`config.mk`:
```
export PLATFORM = sky130hd
export DESIGN_NAME = lcd_diff_update_nibble_writer
export DESIGN_NICKNAME = d
export VERILOG_FILES = /design/src/hw/rtl/lcdw_pkg.sv /design/src/hw/rtl/lcdw_front.sv /design/src/hw/rtl/lcdw_queue.sv /design/src/hw/rtl/lcdw_back.sv /design/src/hw/rtl/lcd_diff_update_nibble_writer.sv
export SDC_FILE = /design/constraint.sdc
export NUM_CORES = 1
export LEC_CHECK = 0
export CAP_MARGIN = 20
export CORE_ASPECT_RATIO = 1.25
export CORE_MARGIN = 3
export CORE_UTILIZATION = 64
export CTS_BUF_LIST = sky130_fd_sc_hd__clkbuf_4 sky130_fd_sc_hd__clkbuf_8 sky130_fd_sc_hd__clkbuf_16
export DETAILED_ROUTE_END_ITERATION = 8
export DONT_BUFFER_PORTS = 1
export PLACE_DENSITY = 0.91
export SLEW_MARGIN = 25
export SYNTH_ARGS = -nofsm -noshare
export SYNTH_HDL_FRONTEND = slang
export SYNTH_HIERARCHICAL = 1
export SYNTH_SLANG_ARGS = --single-unit
```
`constraint.sdc`:
```
create_clock -name clk -period 4 [get_ports clk]
set_input_delay 0.4 -clock clk [delete_from_list [all_inputs] [get_ports clk]]
set_output_delay 0.4 -clock clk [all_outputs]
set_load 0.02 [all_outputs]
```
`src/hw/rtl/lcdw_pkg.sv`:
```
// Shared types and constants for the LCD nibble writer.
package lcdw_pkg;

    localparam int COLUMNS = 16;
    localparam int ROWS    = 2;
    localparam int SLOTS   = ROWS * COLUMNS;
    localparam int SLOT_W  = $clog2(SLOTS);

    localparam logic [7:0] ADDR_ROW0  = 8'h80;
    localparam logic [7:0] ADDR_ROW1  = 8'hC0;
    localparam logic [7:0] SPACE_CHAR = 8'h20;

    // Input item opcodes
    typedef enum logic [1:0] {
        OP_DIFF = 2'd0,
        OP_CMD8 = 2'd1,
        OP_CMD4 = 2'd2,
        OP_DATA = 2'd3
    } op_t;

    // Nibble sequence kinds carried from front to back
    typedef enum logic [1:0] {
        SEQ_CMD8 = 2'd0,
        SEQ_CMD4 = 2'd1,
        SEQ_DATA = 2'd2,
        SEQ_SLOT = 2'd3
    } seq_kind_t;

    // One queued job: first byte, and second byte for slot updates
    typedef struct packed {
        seq_kind_t   kind;
        logic [7:0]  byte_a;
        logic [7:0]  byte_b;
    } job_t;

    // Queue status seen by the back end
    typedef struct packed {
        logic  head_valid;
        job_t  head;
    } q_head_t;

endpackage

```
`src/hw/rtl/lcdw_front.sv`:
```
// Front end: accepts items, checks the shadow store and queues nibble jobs.
module lcdw_front (
    input  logic                clk,
    input  logic                rst_n,
    input  logic                in_valid,
    output logic                in_stall,
    input  logic [1:0]          opcode,
    input  logic                row_sel,
    input  logic [3:0]          column,
    input  logic [7:0]          value,
    input  logic                q_full,
    output logic                push,
    output lcdw_pkg::job_t      push_job
);

    logic [7:0]                      shadow_reg [lcdw_pkg::SLOTS];
    logic                            accept;
    logic                            in_range;
    logic [lcdw_pkg::SLOT_W-1:0]     slot_idx;
    logic [7:0]                      char_val;
    logic [7:0]                      addr_byte;
    logic                            changed;
    logic                            shadow_we;

    assign in_stall = q_full;
    assign accept   = in_valid && !q_full;

    // Locate the panel position and map a zero character to a space
    assign in_range  = (int'(row_sel) < lcdw_pkg::ROWS) && (int'(column) < lcdw_pkg::COLUMNS);
    assign slot_idx  = lcdw_pkg::SLOT_W'(int'(row_sel) * lcdw_pkg::COLUMNS + int'(column));
    assign char_val  = (value == 8'h00) ? lcdw_pkg::SPACE_CHAR : value;
    assign addr_byte = (row_sel ? lcdw_pkg::ADDR_ROW1 : lcdw_pkg::ADDR_ROW0) + {4'b0000, column};
    assign changed   = in_range && (shadow_reg[slot_idx] != char_val);

    // Classify the item into a job, or drop it
    always_comb
    begin
        push           = 1'b0;
        shadow_we      = 1'b0;
        push_job.kind  = lcdw_pkg::SEQ_CMD8;
        push_job.byte_a = value;
        push_job.byte_b = char_val;
        unique case (lcdw_pkg::op_t'(opcode))
            lcdw_pkg::OP_CMD8:
            begin
                push          = accept;
                push_job.kind = lcdw_pkg::SEQ_CMD8;
            end
            lcdw_pkg::OP_CMD4:
            begin
                push          = accept;
                push_job.kind = lcdw_pkg::SEQ_CMD4;
            end
            lcdw_pkg::OP_DATA:
            begin
                push          = accept;
                push_job.kind = lcdw_pkg::SEQ_DATA;
            end
            lcdw_pkg::OP_DIFF:
            begin
                push            = accept && changed;
                shadow_we       = accept && changed;
                push_job.kind   = lcdw_pkg::SEQ_SLOT;
                push_job.byte_a = addr_byte;
            end
            default:
            begin
                push = 1'b0;
            end
        endcase
    end

    // Update the shadow of the panel contents
    always_ff @(posedge clk or negedge rst_n)
    begin
        if (!rst_n)
        begin
            for (int i = 0; i < lcdw_pkg::SLOTS; i++)
            begin
                shadow_reg[i] <= 8'h00;
            end
        end
        else if (shadow_we)
        begin
            shadow_reg[slot_idx] <= char_val;
        end
    end

endmodule

```
`src/hw/rtl/lcdw_queue.sv`:
```
// Two-entry job queue between front and back end.
module lcdw_queue (
    input  logic                clk,
    input  logic                rst_n,
    input  logic                push,
    input  lcdw_pkg::job_t      push_job,
    output logic                full,
    input  logic                pop,
    output lcdw_pkg::q_head_t   head
);

    lcdw_pkg::job_t  mem_reg [2];
    logic            wr_ptr_reg;
    logic            wr_ptr_next;
    logic            rd_ptr_reg;
    logic            rd_ptr_next;
    logic [1:0]      count_reg;
    logic [1:0]      count_next;
    logic            do_push;
    logic            do_pop;

    assign full    = (count_reg == 2'd2);
    assign do_push = push && !full;
    assign do_pop  = pop && (count_reg != 2'd0);

    assign head.head_valid = (count_reg != 2'd0);
    assign head.head       = mem_reg[rd_ptr_reg];

    // Advance pointers and occupancy
    always_comb
    begin
        wr_ptr_next = wr_ptr_reg ^ do_push;
        rd_ptr_next = rd_ptr_reg ^ do_pop;
        count_next  = count_reg + {1'b0, do_push} - {1'b0, do_pop};
    end

    always_ff @(posedge clk or negedge rst_n)
    begin
        if (!rst_n)
        begin
            wr_ptr_reg <= 1'b0;
            rd_ptr_reg <= 1'b0;
            count_reg  <= 2'd0;
        end
        else
        begin
            wr_ptr_reg <= wr_ptr_next;
            rd_ptr_reg <= rd_ptr_next;
            count_reg  <= count_next;
        end
    end

    // Store the job payload
    always_ff @(posedge clk)
    begin
        if (do_push)
        begin
            mem_reg[wr_ptr_reg] <= push_job;
        end
    end

endmodule

```
`src/hw/rtl/lcdw_back.sv`:
```
// Back end: serializes queued jobs into nibble transfers.
module lcdw_back (
    input  logic                clk,
    input  logic                rst_n,
    input  lcdw_pkg::q_head_t   head,
    output logic                pop,
    output logic                out_valid,
    input  logic                out_stall,
    output logic                reg_select,
    output logic [3:0]          nibble,
    output logic                last
);

    logic [1:0]  idx_reg;
    logic [1:0]  idx_next;
    logic        valid_reg;
    logic        valid_next;
    logic        rs_reg;
    logic [3:0]  nib_reg;
    logic        last_reg;
    logic        load;
    logic [7:0]  cur_byte;
    logic        cur_rs;
    logic [3:0]  cur_nib;
    logic        cur_last;

    // Pick the nibble at the current position of the head job
    assign cur_byte = idx_reg[1] ? head.head.byte_b : head.head.byte_a;
    assign cur_nib  = idx_reg[0] ? cur_byte[3:0] : cur_byte[7:4];

    always_comb
    begin
        cur_rs   = 1'b0;
        cur_last = 1'b0;
        unique case (head.head.kind)
            lcdw_pkg::SEQ_CMD4:
            begin
                cur_last = 1'b1;
            end
            lcdw_pkg::SEQ_CMD8:
            begin
                cur_last = idx_reg[0];
            end
            lcdw_pkg::SEQ_DATA:
            begin
                cur_rs   = 1'b1;
                cur_last = idx_reg[0];
            end
            lcdw_pkg::SEQ_SLOT:
            begin
                cur_rs   = idx_reg[1];
                cur_last = (idx_reg == 2'd3);
            end
            default:
            begin
                cur_last = 1'b1;
            end
        endcase
    end

    // Load the output register whenever it is free or being drained
    assign load = head.head_valid && (!valid_reg || !out_stall);
    assign pop  = load && cur_last;

    always_comb
    begin
        idx_next   = idx_reg;
        valid_next = valid_reg && out_stall;
        if (load)
        begin
            valid_next = 1'b1;
            idx_next   = cur_last ? 2'd0 : idx_reg + 2'd1;
        end
    end

    always_ff @(posedge clk or negedge rst_n)
    begin
        if (!rst_n)
        begin
            idx_reg   <= 2'd0;
            valid_reg <= 1'b0;
        end
        else
        begin
            idx_reg   <= idx_next;
            valid_reg <= valid_next;
        end
    end

    // Hold the nibble payload until taken
    always_ff @(posedge clk)
    begin
        if (load)
        begin
            rs_reg   <= cur_rs;
            nib_reg  <= cur_nib;
            last_reg <= cur_last;
        end
    end

    assign out_valid  = valid_reg;
    assign reg_select = rs_reg;
    assign nibble     = nib_reg;
    assign last       = last_reg;

endmodule

```
`src/hw/rtl/lcd_diff_update_nibble_writer.sv`:
```
// Top level: LCD diff-update nibble writer, front end, job queue and back end.
// An accepted item's job is queued, then its nibbles load into the output register.
// One nibble per cycle on the output while out_stall is low; a changed slot yields
// 4 nibbles, a raw byte 2, a 4-bit command 1; unchanged slots produce no output.
// The front accepts one item per cycle while the two-entry queue has room.
// Reset (rst_n, async low) empties the queue and output and clears the shadow to zero.
module lcd_diff_update_nibble_writer (
    input  logic        clk,
    input  logic        rst_n,
    input  logic        in_valid,
    output logic        in_stall,
    input  logic [1:0]  opcode,
    input  logic        row_sel,
    input  logic [3:0]  column,
    input  logic [7:0]  value,
    output logic        out_valid,
    input  logic        out_stall,
    output logic        reg_select,
    output logic [3:0]  nibble,
    output logic        last
);

    logic               q_full;
    logic               push;
    lcdw_pkg::job_t     push_job;
    logic               pop;
    lcdw_pkg::q_head_t  head;

    lcdw_front u_front (
        .clk      (clk),
        .rst_n    (rst_n),
        .in_valid (in_valid),
        .in_stall (in_stall),
        .opcode   (opcode),
        .row_sel  (row_sel),
        .column   (column),
        .value    (value),
        .q_full   (q_full),
        .push     (push),
        .push_job (push_job)
    );

    lcdw_queue u_queue (
        .clk      (clk),
        .rst_n    (rst_n),
        .push     (push),
        .push_job (push_job),
        .full     (q_full),
        .pop      (pop),
        .head     (head)
    );

    lcdw_back u_back (
        .clk        (clk),
        .rst_n      (rst_n),
        .head       (head),
        .pop        (pop),
        .out_valid  (out_valid),
        .out_stall  (out_stall),
        .reg_select (reg_select),
        .nibble     (nibble),
        .last       (last)
    );

endmodule

```
==> reports/results.ini <==
[worst_setup_path]
critical_path_arrival_ns=4.39
cp_cell_sequence=mux2i_1 -> o22ai_1 -> buf_4 -> nor4_1 -> a21boi_0 -> o22ai_1 -> nor4_4 -> buf_4 -> buf_4 -> nor3_2 -> mux2_2
r2r_start=u_front/shadow_reg[11]
worstSetupEndpointType=flop
crit_top_cell=buf_4
path_class=reg2reg
reg2regPathDepth=11
worstPathMaxFanout=12
crit_required_ns=4.44
ff2ff_setup_slack_ns=0.05
worstReg2RegEnd=u_front/shadow_reg[70]
crit_slowest_cell=nor3_2
start_kind=flop
max_stage_delay_ns=0.73

[logic_synthesis]
synth-xor-area-share=0.00180
ys_ff_latch=305
async_flop_share=0.862
synth_edf_count=42
postSynthAreaPerCell_um2=14.3
synth_area_um2=14600
synth_cells=1018
synth_compound_area_frac=0.0361
synth_top_family_by_area=multiplexers
synth.distinct_cells=50
synth-simple-area-share=0.0663
muxShareOfSynthArea=0.319
yosys.area_share.adder=0.00601
synth_warnings=6
synth-seq-area-share=0.538
ys.flop_type=dfrtp_1
syn_nets=1044

[run]
maxCapViolCount=0

[finish]
n_fill_cell=1378
diodes=0
final_common_cell=dfrtp_1
largest_reg_flops=256
final_cell_mix=dfrtp_1, mux2_2, mux2i_1, o22ai_1, mux2_1
instances_no_fill=1317
nNetsFinal=1040
post_route_cells_drive_above_1_share=0.337
utilization=0.713
area_growth_pct=9.08

[global_routing]
grt_pass1_wl_mm=59.2
grt_use_total=0.317
grt_pass1_vias=9489
grt_overflow=0
antenna_found_initial=1
grt_max_degree=264

[clocking]
post_cts_buffers=0
root_buffer=clkbuf_16
cts_resized=0
clk_pin_slew_worst_paths_ns=0.06
clk_latency_ns=0.56
cts_buffers=29
h-tree-depth=1
hold_buffers=24
clockBufferDepth=3
tritoncts=built
cts_sinks=305

[floorplan]
start_util=0.654
die_w_um=141
rows=61
ios=27
core_area_um2=22300
dieArea_um2=24600
die_y_um=175

[timing]
slew_headroom=0.364
final-hold-violation-count=263
final.setup.worst_slack_ns=0.0465
worstMarginPinSlew_ns=0.950
skew_ns=0.0144
tns_ns=0
rsz0062_at_grt=false
drv_slew=0
period_needed_ns=3.95
setup_viol=0
min_period_over_period=0.988
clock.fmax_mhz=253
timing.hold.ws_ns=-0.459

[power]
ir_drop_mv=0.569
p_leak_nw=7.59
combPwrFrac=0.156
p_int_mw=5.82
netSwitchingFraction=0.256
clkPwrFrac=0.345
seq_power_share=0.499
power.density_nw_per_um2=492
switching_power_mw=2.00

[outcome]
failed_checks=negative hold slack
status=finished with violations

[detailed_routing]
vias_per_cell=7.02
dr.pass1.iters=5
wire_per_inst_um=29.7
wirelength_mm=39.1
dr.first_iter.drc_count=1066
dr_total_vias=9243
drc=0
antenna_left=0

[place]
dp_hpwl_mm=21.4
numPortBuffers=0
dp.cells=1241
gp_congestion=0.903
post-place-ws_ns=0.0197

[worst_hold_path]
hp-class=in2async

critical path: cells and delay by family (launching register included):
| family | cells | cell delay, ns |
|---|---|---|
| mux | 2 | 0.69 |
| simple gates | 3 | 1.50 |
| compound gates | 3 | 0.70 |
| flops | 1 | 0.39 |
| buf+inv | 3 | 0.54 |
logic make-up after synthesis:
| kind of cell | after synthesis |
|---|---|
| AO/OA/AOI/OAI | 83 |
| AND/OR/NAND/NOR | 113 |
| buffers and inverters | 95 |
| adder cells (fa/ha/maj) | 7 |
| flip-flops | 305 |
| XOR/XNOR | 3 |
| multiplexers | 412 |
worst max path at each step:
stage	start	endpoint	slack, ns	cells past startpoint
6_report	u_front/shadow_reg[11]	u_front/shadow_reg[70]	0.05	11
5_1_grt	u_front/shadow_reg[67]	u_front/shadow_reg[69]	0.06	11
4_1_cts	u_front/shadow_reg[67]	u_front/shadow_reg[70]	0.15	11
3_5_place_dp	row_sel	u_front/shadow_reg[70]	0.02	11
3_3_place_gp	column[2]	u_front/shadow_reg[71]	0.07	10
2_1_floorplan	column[1]	u_queue/mem_reg[0][0]	0.32	13
Yosys cell counts, types with 3 or more instances:
cell       number  share of area
dfrtp_1       263           0.45
mux2_2        191           0.15
mux2i_1       128          0.088
o22ai_1        67          0.029
mux2_1         56          0.043
clkbuf_1       46          0.012
edfxtp_1       42          0.087
mux2_4         33          0.034
buf_2          26         0.0089
nor4_1         17         0.0073
nor3_2         12         0.0082
inv_1           9         0.0023
nand3b_2        9         0.0070
buf_4           8         0.0041
ha_1            7         0.0060
nand2_1         7         0.0018
nor2b_1         7         0.0030
a21oi_1         6         0.0021
nand4bb_1       6         0.0046
a21boi_0        5         0.0026
and3_1          5         0.0021
nand2b_1        5         0.0021
and3b_1         4         0.0024
mux4_2          4         0.0062
nand4b_1        4         0.0024
nor3_4          4         0.0045
or2_2           4         0.0017
or3b_2          4         0.0024
or4b_1          4         0.0027
and2_1          3         0.0013
buf_6           3         0.0023
nand3b_4        3         0.0041
nor3_1          3         0.0010
cell type report:
type	instances	area [µm²]	share of cell area
clock buffer	43	868	0.0546
clock inverter	8	72.6	0.00457
inverter	9	33.8	0.00213
multi-input combinational	618	6260	0.394
sequential	305	7840	0.493
tap	283	354	0.0223
timing repair buffer	51	465	0.0293
power by group through the flow:
stage	Sequential, mW	Combinational [mW]	Clock, mW
after CTS	3.89	1.17	2.72
final	3.91	1.22	2.70
after floorplan	3.86	0.977	0
after global routing	3.95	1.28	2.84
after global placement	3.91	1.04	0
after detailed placement	3.94	1.09	0
routing by layer:
metal  up-vias  GRT usage  routed length (µm)
met3       149     0.0591                3200
met4         0      0.181                2730
met1      4812      0.400               14400
met5         -          0                   0
li1       3778          -                   -
met2       504      0.516               18800
stage by stage:
step / hold WS, ns / cell area, µm² / power [mW]
final: -0.459 / 15900 / 7.82
after global routing: -0.465 / 15900 / 8.07
after CTS: -0.461 / 15900 / 7.78
after detailed placement: 0.113 / 14700 / 5.03
after global placement: 0.114 / 14700 / 4.94
after floorplan: 0.104 / 14600 / 4.84
Note: power is estimated with default switching activity, not from simulation.
